--- src/rtl/gncf_pkg.sv ---
package gncf_pkg;

    localparam int DEF_MAX_COLUMNS = 256;
    localparam int DEF_MAX_ROWS    = 256;

    localparam int CFG_W       = 9;
    localparam int CFG_INDEX_W = 2;
    localparam int THR_W       = 4;
    localparam int CELL_W      = 8;
    localparam int COUNT_W     = 4;
    localparam int STEP_W      = 4;

    localparam logic signed [CELL_W-1:0] CELL_UNKNOWN  = -8'sd1;
    localparam logic signed [CELL_W-1:0] CELL_OCCUPIED = 8'sd100;
    localparam logic [COUNT_W-1:0]       COUNT_UNKNOWN = 4'd10;
    localparam logic [COUNT_W-1:0]       COUNT_MAX_OCC = 4'd8;

    localparam logic [CFG_W-1:0] RESET_GRID_DIM  = 9'd256;
    localparam logic [THR_W-1:0] RESET_THRESHOLD = 4'd4;

    // Window steps run in raster order over the 3x3 window; the center is step 4.
    localparam logic [STEP_W-1:0] STEP_FIRST  = 4'd0;
    localparam logic [STEP_W-1:0] STEP_CENTER = 4'd4;
    localparam logic [STEP_W-1:0] STEP_LAST   = 4'd8;

    typedef enum logic [CFG_INDEX_W-1:0] {
        REG_GRID_WIDTH     = 2'd0,
        REG_GRID_HEIGHT    = 2'd1,
        REG_PASS_THRESHOLD = 2'd2
    } cfg_reg_t;

    typedef enum logic {
        OP_LOAD = 1'b0,
        OP_EMIT = 1'b1
    } op_t;

    typedef enum logic [1:0] {
        OFS_MINUS = 2'd0,
        OFS_ZERO  = 2'd1,
        OFS_PLUS  = 2'd2
    } ofs_t;

    typedef enum logic [2:0] {
        ST_IDLE   = 3'd0,
        ST_SIZE   = 3'd1,
        ST_LOAD   = 3'd2,
        ST_SETUP  = 3'd3,
        ST_READ   = 3'd4,
        ST_DRAIN  = 3'd5,
        ST_FINISH = 3'd6
    } state_t;

    typedef struct packed {
        logic              take;
        logic              load_write;
        logic              setup;
        logic              rd_en;
        logic [STEP_W-1:0] rd_step;
        logic              finish;
    } dp_cmd_t;

    typedef struct packed {
        logic out_busy;
    } dp_status_t;

    function automatic ofs_t step_row_ofs(input logic [STEP_W-1:0] step);
        ofs_t ofs;
        if (step < 4'd3)
            ofs = OFS_MINUS;
        else if (step < 4'd6)
            ofs = OFS_ZERO;
        else
            ofs = OFS_PLUS;
        return ofs;
    endfunction

    function automatic ofs_t step_col_ofs(input logic [STEP_W-1:0] step);
        ofs_t ofs;
        unique case (step)
            4'd0, 4'd3, 4'd6: ofs = OFS_MINUS;
            4'd2, 4'd5, 4'd8: ofs = OFS_PLUS;
            default:          ofs = OFS_ZERO;
        endcase
        return ofs;
    endfunction

endpackage

--- src/rtl/gncf_ctrl.sv ---
module gncf_ctrl (
    input  logic                 clk,
    input  logic                 rst_n,
    input  logic                 in_valid,
    input  logic                 in_op,
    output logic                 in_ready,
    output gncf_pkg::dp_cmd_t    cmd,
    input  gncf_pkg::dp_status_t status
);
    import gncf_pkg::*;

    state_t            state_reg;
    state_t            state_next;
    logic [STEP_W-1:0] step_reg;
    logic [STEP_W-1:0] step_next;

    always_ff @(posedge clk or negedge rst_n)
    begin
        if (!rst_n)
        begin
            state_reg <= ST_IDLE;
            step_reg  <= STEP_FIRST;
        end
        else
        begin
            state_reg <= state_next;
            step_reg  <= step_next;
        end
    end

    always_comb
    begin
        state_next = state_reg;
        step_next  = step_reg;
        in_ready   = 1'b0;
        cmd        = '0;
        cmd.rd_step = step_reg;
        unique case (state_reg)
            ST_IDLE:
            begin
                in_ready = 1'b1;
                if (in_valid)
                begin
                    cmd.take   = 1'b1;
                    state_next = (op_t'(in_op) == OP_EMIT) ? ST_SETUP : ST_SIZE;
                end
            end
            // A wait state for the grid area register to follow a new size.
            ST_SIZE:
                state_next = ST_LOAD;
            ST_LOAD:
            begin
                cmd.load_write = 1'b1;
                state_next     = ST_IDLE;
            end
            ST_SETUP:
            begin
                cmd.setup  = 1'b1;
                step_next  = STEP_FIRST;
                state_next = ST_READ;
            end
            ST_READ:
            begin
                cmd.rd_en = 1'b1;
                if (step_reg == STEP_LAST)
                    state_next = ST_DRAIN;
                else
                    step_next = step_reg + 4'd1;
            end
            ST_DRAIN:
                state_next = ST_FINISH;
            ST_FINISH:
            begin
                if (!status.out_busy)
                begin
                    cmd.finish = 1'b1;
                    state_next = ST_IDLE;
                end
            end
            default:
                state_next = ST_IDLE;
        endcase
    end

    a_step_range: assert property (@(posedge clk) disable iff (!rst_n)
        state_reg == ST_READ |-> step_reg <= STEP_LAST)
        else $error("window step out of range");

    a_accept_leaves_idle: assert property (@(posedge clk) disable iff (!rst_n)
        state_reg == ST_IDLE && in_valid |=> state_reg == ST_SIZE || state_reg == ST_SETUP)
        else $error("accepted word did not start work");

    a_one_command: assert property (@(posedge clk) disable iff (!rst_n)
        $onehot0({cmd.take, cmd.load_write, cmd.setup, cmd.rd_en, cmd.finish}))
        else $error("more than one datapath command at once");

endmodule

--- config.mk ---
export PLATFORM = sky130hd
export DESIGN_NAME = gncf_ctrl
export DESIGN_NICKNAME = d
export VERILOG_FILES = /design/src/rtl/gncf_pkg.sv /design/src/rtl/gncf_ctrl.sv
export SDC_FILE = /design/constraint.sdc
export NUM_CORES = 1
export LEC_CHECK = 0
export ABC_AREA = 0
export BUFFER_PORTS_ARGS = -buffer_cell sky130_fd_sc_hd__buf_4
export CELL_PAD_IN_SITES_DETAIL_PLACEMENT = 0
export CELL_PAD_IN_SITES_GLOBAL_PLACEMENT = 2
export CORE_UTILIZATION = 30
export CTS_CLUSTER_SIZE = 10
export DETAILED_ROUTE_END_ITERATION = 8
export MAX_ROUTING_LAYER = met4
export PLACE_DENSITY = 0.75
export SLEW_MARGIN = 20
export SYNTH_ARGS = -nofsm -noshare
export SYNTH_HDL_FRONTEND = slang
export SYNTH_SLANG_ARGS = --single-unit
--- constraint.sdc ---
create_clock -name clk -period 2.8 [get_ports clk]
set_input_delay 0.28 -clock clk [delete_from_list [all_inputs] [get_ports clk]]
set_output_delay 0.28 -clock clk [all_outputs]
set_load 0.05 [all_outputs]
# Word-level counts from Yosys, hierarchy flattened
# Index checks and enable logic that the tools add are counted.
[totals] regBits=7 latch_bits=0 ramBits=0 rom_bits=0 in_bits=5 output_inout_bits=10 elab_cells=33 memories=0
[op_classes] n_addsub=1 mul=0 div=0 magnitude_cmp=0 eq_ne=11 shifts=0 muxes=15 n_bitwise=0 n_reduce_logical=4
[op_table] operator="3-bit case mux with 6 select lines" count=1
[op_table] operator="3-bit equality test, second input constant" count=3
[op_table] operator="3-bit 2-to-1 mux" count=3
[op_table] operator="1-bit 2-to-1 mux" count=8
[op_table] operator="2-bit inequality test, second input constant" count=4
[op_table] operator="4-bit case mux with 2 select lines" count=1
[op_table] operator="3-bit by 2-bit equality test with 1-bit output, second input constant" count=2
[op_table] operator="4-bit by 1-bit adder with 4-bit output, second input constant" count=1
[op_table] operator="4-bit equality test, second input constant" count=1
[op_table] operator="4-bit 2-to-1 mux" count=1
[op_table] operator="3-bit by 1-bit equality test with 1-bit output, second input constant" count=1
[op_table] operator="3-bit logical NOT" count=1
[op_table] operator="3-bit AND reduction" count=1
[op_table] operator="2-bit 2-to-1 mux" count=1
[op_table] operator="2-bit AND reduction" count=1
[op_table] operator="2-bit nonzero test" count=1

# Longest topological paths before layout
[depth] word_depth=3 ltp_mapped=5 ltp_nobuf=5

# Worst setup path before layout
# OpenSTA, ideal clock, no wires.
[synth_timing] path_kind="register -> output" from="register state_reg[2]" to="output cmd[8] in the netlist's numbering" arrival_time_ps=2241 required_ps=2520 path_slack_ps=279 path_stages_with_launch=4 n_path_buf=1 cell_sequence="dfrtp_1 > buf_4 > nor3_1 > and2_1"
[synth_lines] element="from (decl)" line_no="gncf_ctrl.sv:12" text="state_t state_reg;"
[synth_lines] element="from (signal assigned)" line_no="gncf_ctrl.sv:26" text="state_reg <= state_next;"
[synth_lines] element="to (decl)" line_no="gncf_ctrl.sv:7" text="output gncf_pkg::dp_cmd_t cmd,"

==> flow_metrics.env <==
export IMPL_critical_path_class="reg -> out"
export IMPL_ys_warn_count=0
export IMPL_skew_ns=0.00221
export IMPL_route_detailed_drc=0
export IMPL_yosysMostFrequentCell="dfrtp_1"
export IMPL_maxSlewHeadroom_pct=79.2
export IMPL_cts_buffer_depth=2
export IMPL_dpl_hpwl_um=801
export IMPL_post_cts_setup_buffers=0
export IMPL_setup_violations=0
export IMPL_fin_util_pct=43.4
export IMPL_synth_top_family_by_area="simple AND/OR/NAND/NOR gates"
export IMPL_p_seq_share_pct=29.9
export IMPL_cts_tree="done"
export IMPL_layoutNonFillerInstCount=76
export IMPL_clk_pin_slew_ns=0.05
export IMPL_numCtsBuffers=3
export IMPL_ys_seq_elements=7
export IMPL_yosys_most_used_dff="dfrtp_1"
export IMPL_finalWirelength_mm=1.02
export IMPL_grt_pass1_wl_mm=1.50
export IMPL_synthAdderAreaFrac_pct=5.45
export IMPL_coreArea_um2=1370
export IMPL_nets=69
export IMPL_tightest_slew_ns=0.311
export IMPL_antenna_found_initial=0
export IMPL_swShare_pct=52.6
export IMPL_grt_max_degree=11
export IMPL_syn2layout_area_growth_pct=29.2
export IMPL_grt_ovfl_total=0
export IMPL_synth_top_cell_by_area="dfrtp_1"
export IMPL_grt_pass1_vias=334
export IMPL_fmax_mhz=592
export IMPL_rsz0062_at_grt="no"
export IMPL_start_util_pct=33.6
export IMPL_post_place_ws_ns=1.38
export IMPL_switching_power_mw=0.374
export IMPL_synth_edf_count=0
export IMPL_antenna_cells=0
export IMPL_critPathLaunchType="register"
export IMPL_max_cap_violations=0
export IMPL_num_fill_cells=144
export IMPL_final_antenna_net_count=0
export IMPL_async_reset_ff_share_pct=100
export IMPL_num_rows=13
export IMPL_finalCritPeriodShare_pct=60.3
export IMPL_netlist_top_cells_area="dfrtp_1, ha_1, mux2i_1"
export IMPL_firstDrtPassIters=4
export IMPL_syn_avg_cell_area_um2=10.2
export IMPL_p_int_mw=0.336
export IMPL_largest_reg_flops=4
export IMPL_io_pins=15
export IMPL_routabilityCongestion=0.830
export IMPL_end_kind="output port"
export IMPL_routed_via_density=5.25
export IMPL_comb_power_share_pct=57.2
export IMPL_syn_inst=45
export IMPL_fp_dieArea_um2=1690
export IMPL_hold_class="in -> reg"
export IMPL_final_area_um2=593
export IMPL_crit_required_ns=2.52
export IMPL_synth_mux_area_share_pct=4.36
export IMPL_htreeDepth=1
export IMPL_hold_viol=0
export IMPL_vias=399
export IMPL_path_max_fanout=10
export IMPL_p_clk_share_pct=12.9
export IMPL_grt_total_usage_pct=14.4
export IMPL_drive_gt1_share_pct=34.4
export IMPL_cts_resized=0
export IMPL_die_y_um=41.1
export IMPL_placed_area_um2=557
export IMPL_drtIter0Drc=11
export IMPL_cts_hold_buf=1
export IMPL_yosys_area_share_xor_xnor_pct=1.91
export IMPL_arrival_ns=1.41
export IMPL_drv_slew=0
export IMPL_synthesis_nets=52
export IMPL_min_period_ns=1.69
export IMPL_synth_simple_gate_area_share_pct=24.5
export IMPL_power_leakage_nw=0.296
export IMPL_place_inst=71
export IMPL_die_x_um=41.1
export IMPL_holdWs_ns=0.302
export IMPL_pwr_density_cell_nw_per_um2=1200
export IMPL_synth_area_um2=459
export IMPL_finalPower_mw=0.710
export IMPL_synth_compound_area_share_pct=15.8
export IMPL_vdd_ir_drop_max_uv=582
export IMPL_cts_root_buf="clkbuf_4"
export IMPL_seq_area_frac_synth_pct=38.1
export IMPL_setup_slack_ns=1.11
export IMPL_buffer_ports_inserted=14
export IMPL_cts_num_sinks=7
export IMPL_synthTopCellsByCount="dfrtp_1, inv_1, nand2_1"
export IMPL_wl_per_cell_um=13.5
export IMPL_synth_top_area_share_pct=38.1
export IMPL_final_setup_tns_ns=0
export IMPL_ys_types=30
export IMPL_status="completed"
export IMPL_insertion_delay_ns=0.25
==> placed cells by master, fill, tap and decap left out <==
cell type / count
o31ai_2: 1
o211ai_1: 1
nand3_1: 2
ha_1: 2
nor3_1: 1
a221oi_1: 1
nor2b_1: 1
o31ai_1: 1
o21bai_1: 1
mux2i_1: 2
nand3b_1: 1
nor2_1: 1
inv_1: 4
nor3b_4: 1
dfrtp_1: 7
nand2_1: 3
a21o_1: 1
nand4bb_1: 1
nor3b_1: 1
dlygate4sd3_1: 1
clkbuf_1: 1
buf_4: 14
nor4_1: 1
o21ai_0: 1
o21a_1: 1
o21ai_2: 1
and2_1: 1
nand4b_1: 1
xor2_1: 1
nor4bb_1: 1
clkbuf_4: 3
inv_2: 1
==> final timing paths <==
path / from / to / slack, ns / cells after the start
max in group asynchronous: rst_n / step_reg[1]$_DFFE_PN0P_ / 2.29 / 2
max reg2reg: step_reg[0]$_DFFE_PN0P_ / state_reg[0]$_DFFE_PN0P_ / 1.45 / 5
min reg2reg: step_reg[0]$_DFFE_PN0P_ / step_reg[0]$_DFFE_PN0P_ / 0.59 / 1
min in group asynchronous: rst_n / state_reg[0]$_DFFE_PN0P_ / 0.38 / 2
min: in_valid / state_reg[1]$_DFFE_PN0P_ / 0.30 / 3
max: state_reg[1]$_DFFE_PN0P_ / cmd[8] / 1.11 / 3
==> worst max-delay path, stage by stage, from the launching register on <==
cell	delay [ns]
dfrtp_1	0.48
nor3_1	0.32
and2_1	0.17
buf_4	0.19
==> cell families (layout without fill, tap and decap cells) <==
family,count (synthesis),after routing
flip-flops,7,7
adder cells (fa/ha/maj),2,2
multiplexers,2,2
buffers and inverters,8,24
AND/OR/NAND/NOR,16,16
XOR/XNOR,1,1
AO/OA/AOI/OAI,9,9
==> power groups by stage <==
stage / Clock [mW] / Sequential (mW) / Combinational, mW
after floorplan: 0 / 0.226 / 0.304
after global placement: 0 / 0.206 / 0.405
after detailed placement: 0 / 0.212 / 0.406
after CTS: 0.0949 / 0.210 / 0.409
after global routing: 0.101 / 0.222 / 0.430
final: 0.0916 / 0.212 / 0.406
==> area by class of cell <==
cell class,count,area [um^2],area share (%)
Inverter,5,18.8,3.16
Timing Repair Buffer,15,115,19.4
Multi-Input combinational cell,30,239,40.3
Tap cell,15,18.8,3.16
Sequential cell,7,175,29.5
Clock buffer,4,26.3,4.43
==> metal layers <==
layer	wire [um]	part of all wire (%)	vias up	GRT usage (%)
li1	-	-	195	-
met1	533	52	191	21.7
met2	445	43	11	18.4
met3	26	2.5	2	0
met4	19	1.9	0	9.68
met5	0	0	-	-
Power figures use the tool's default switching activity.
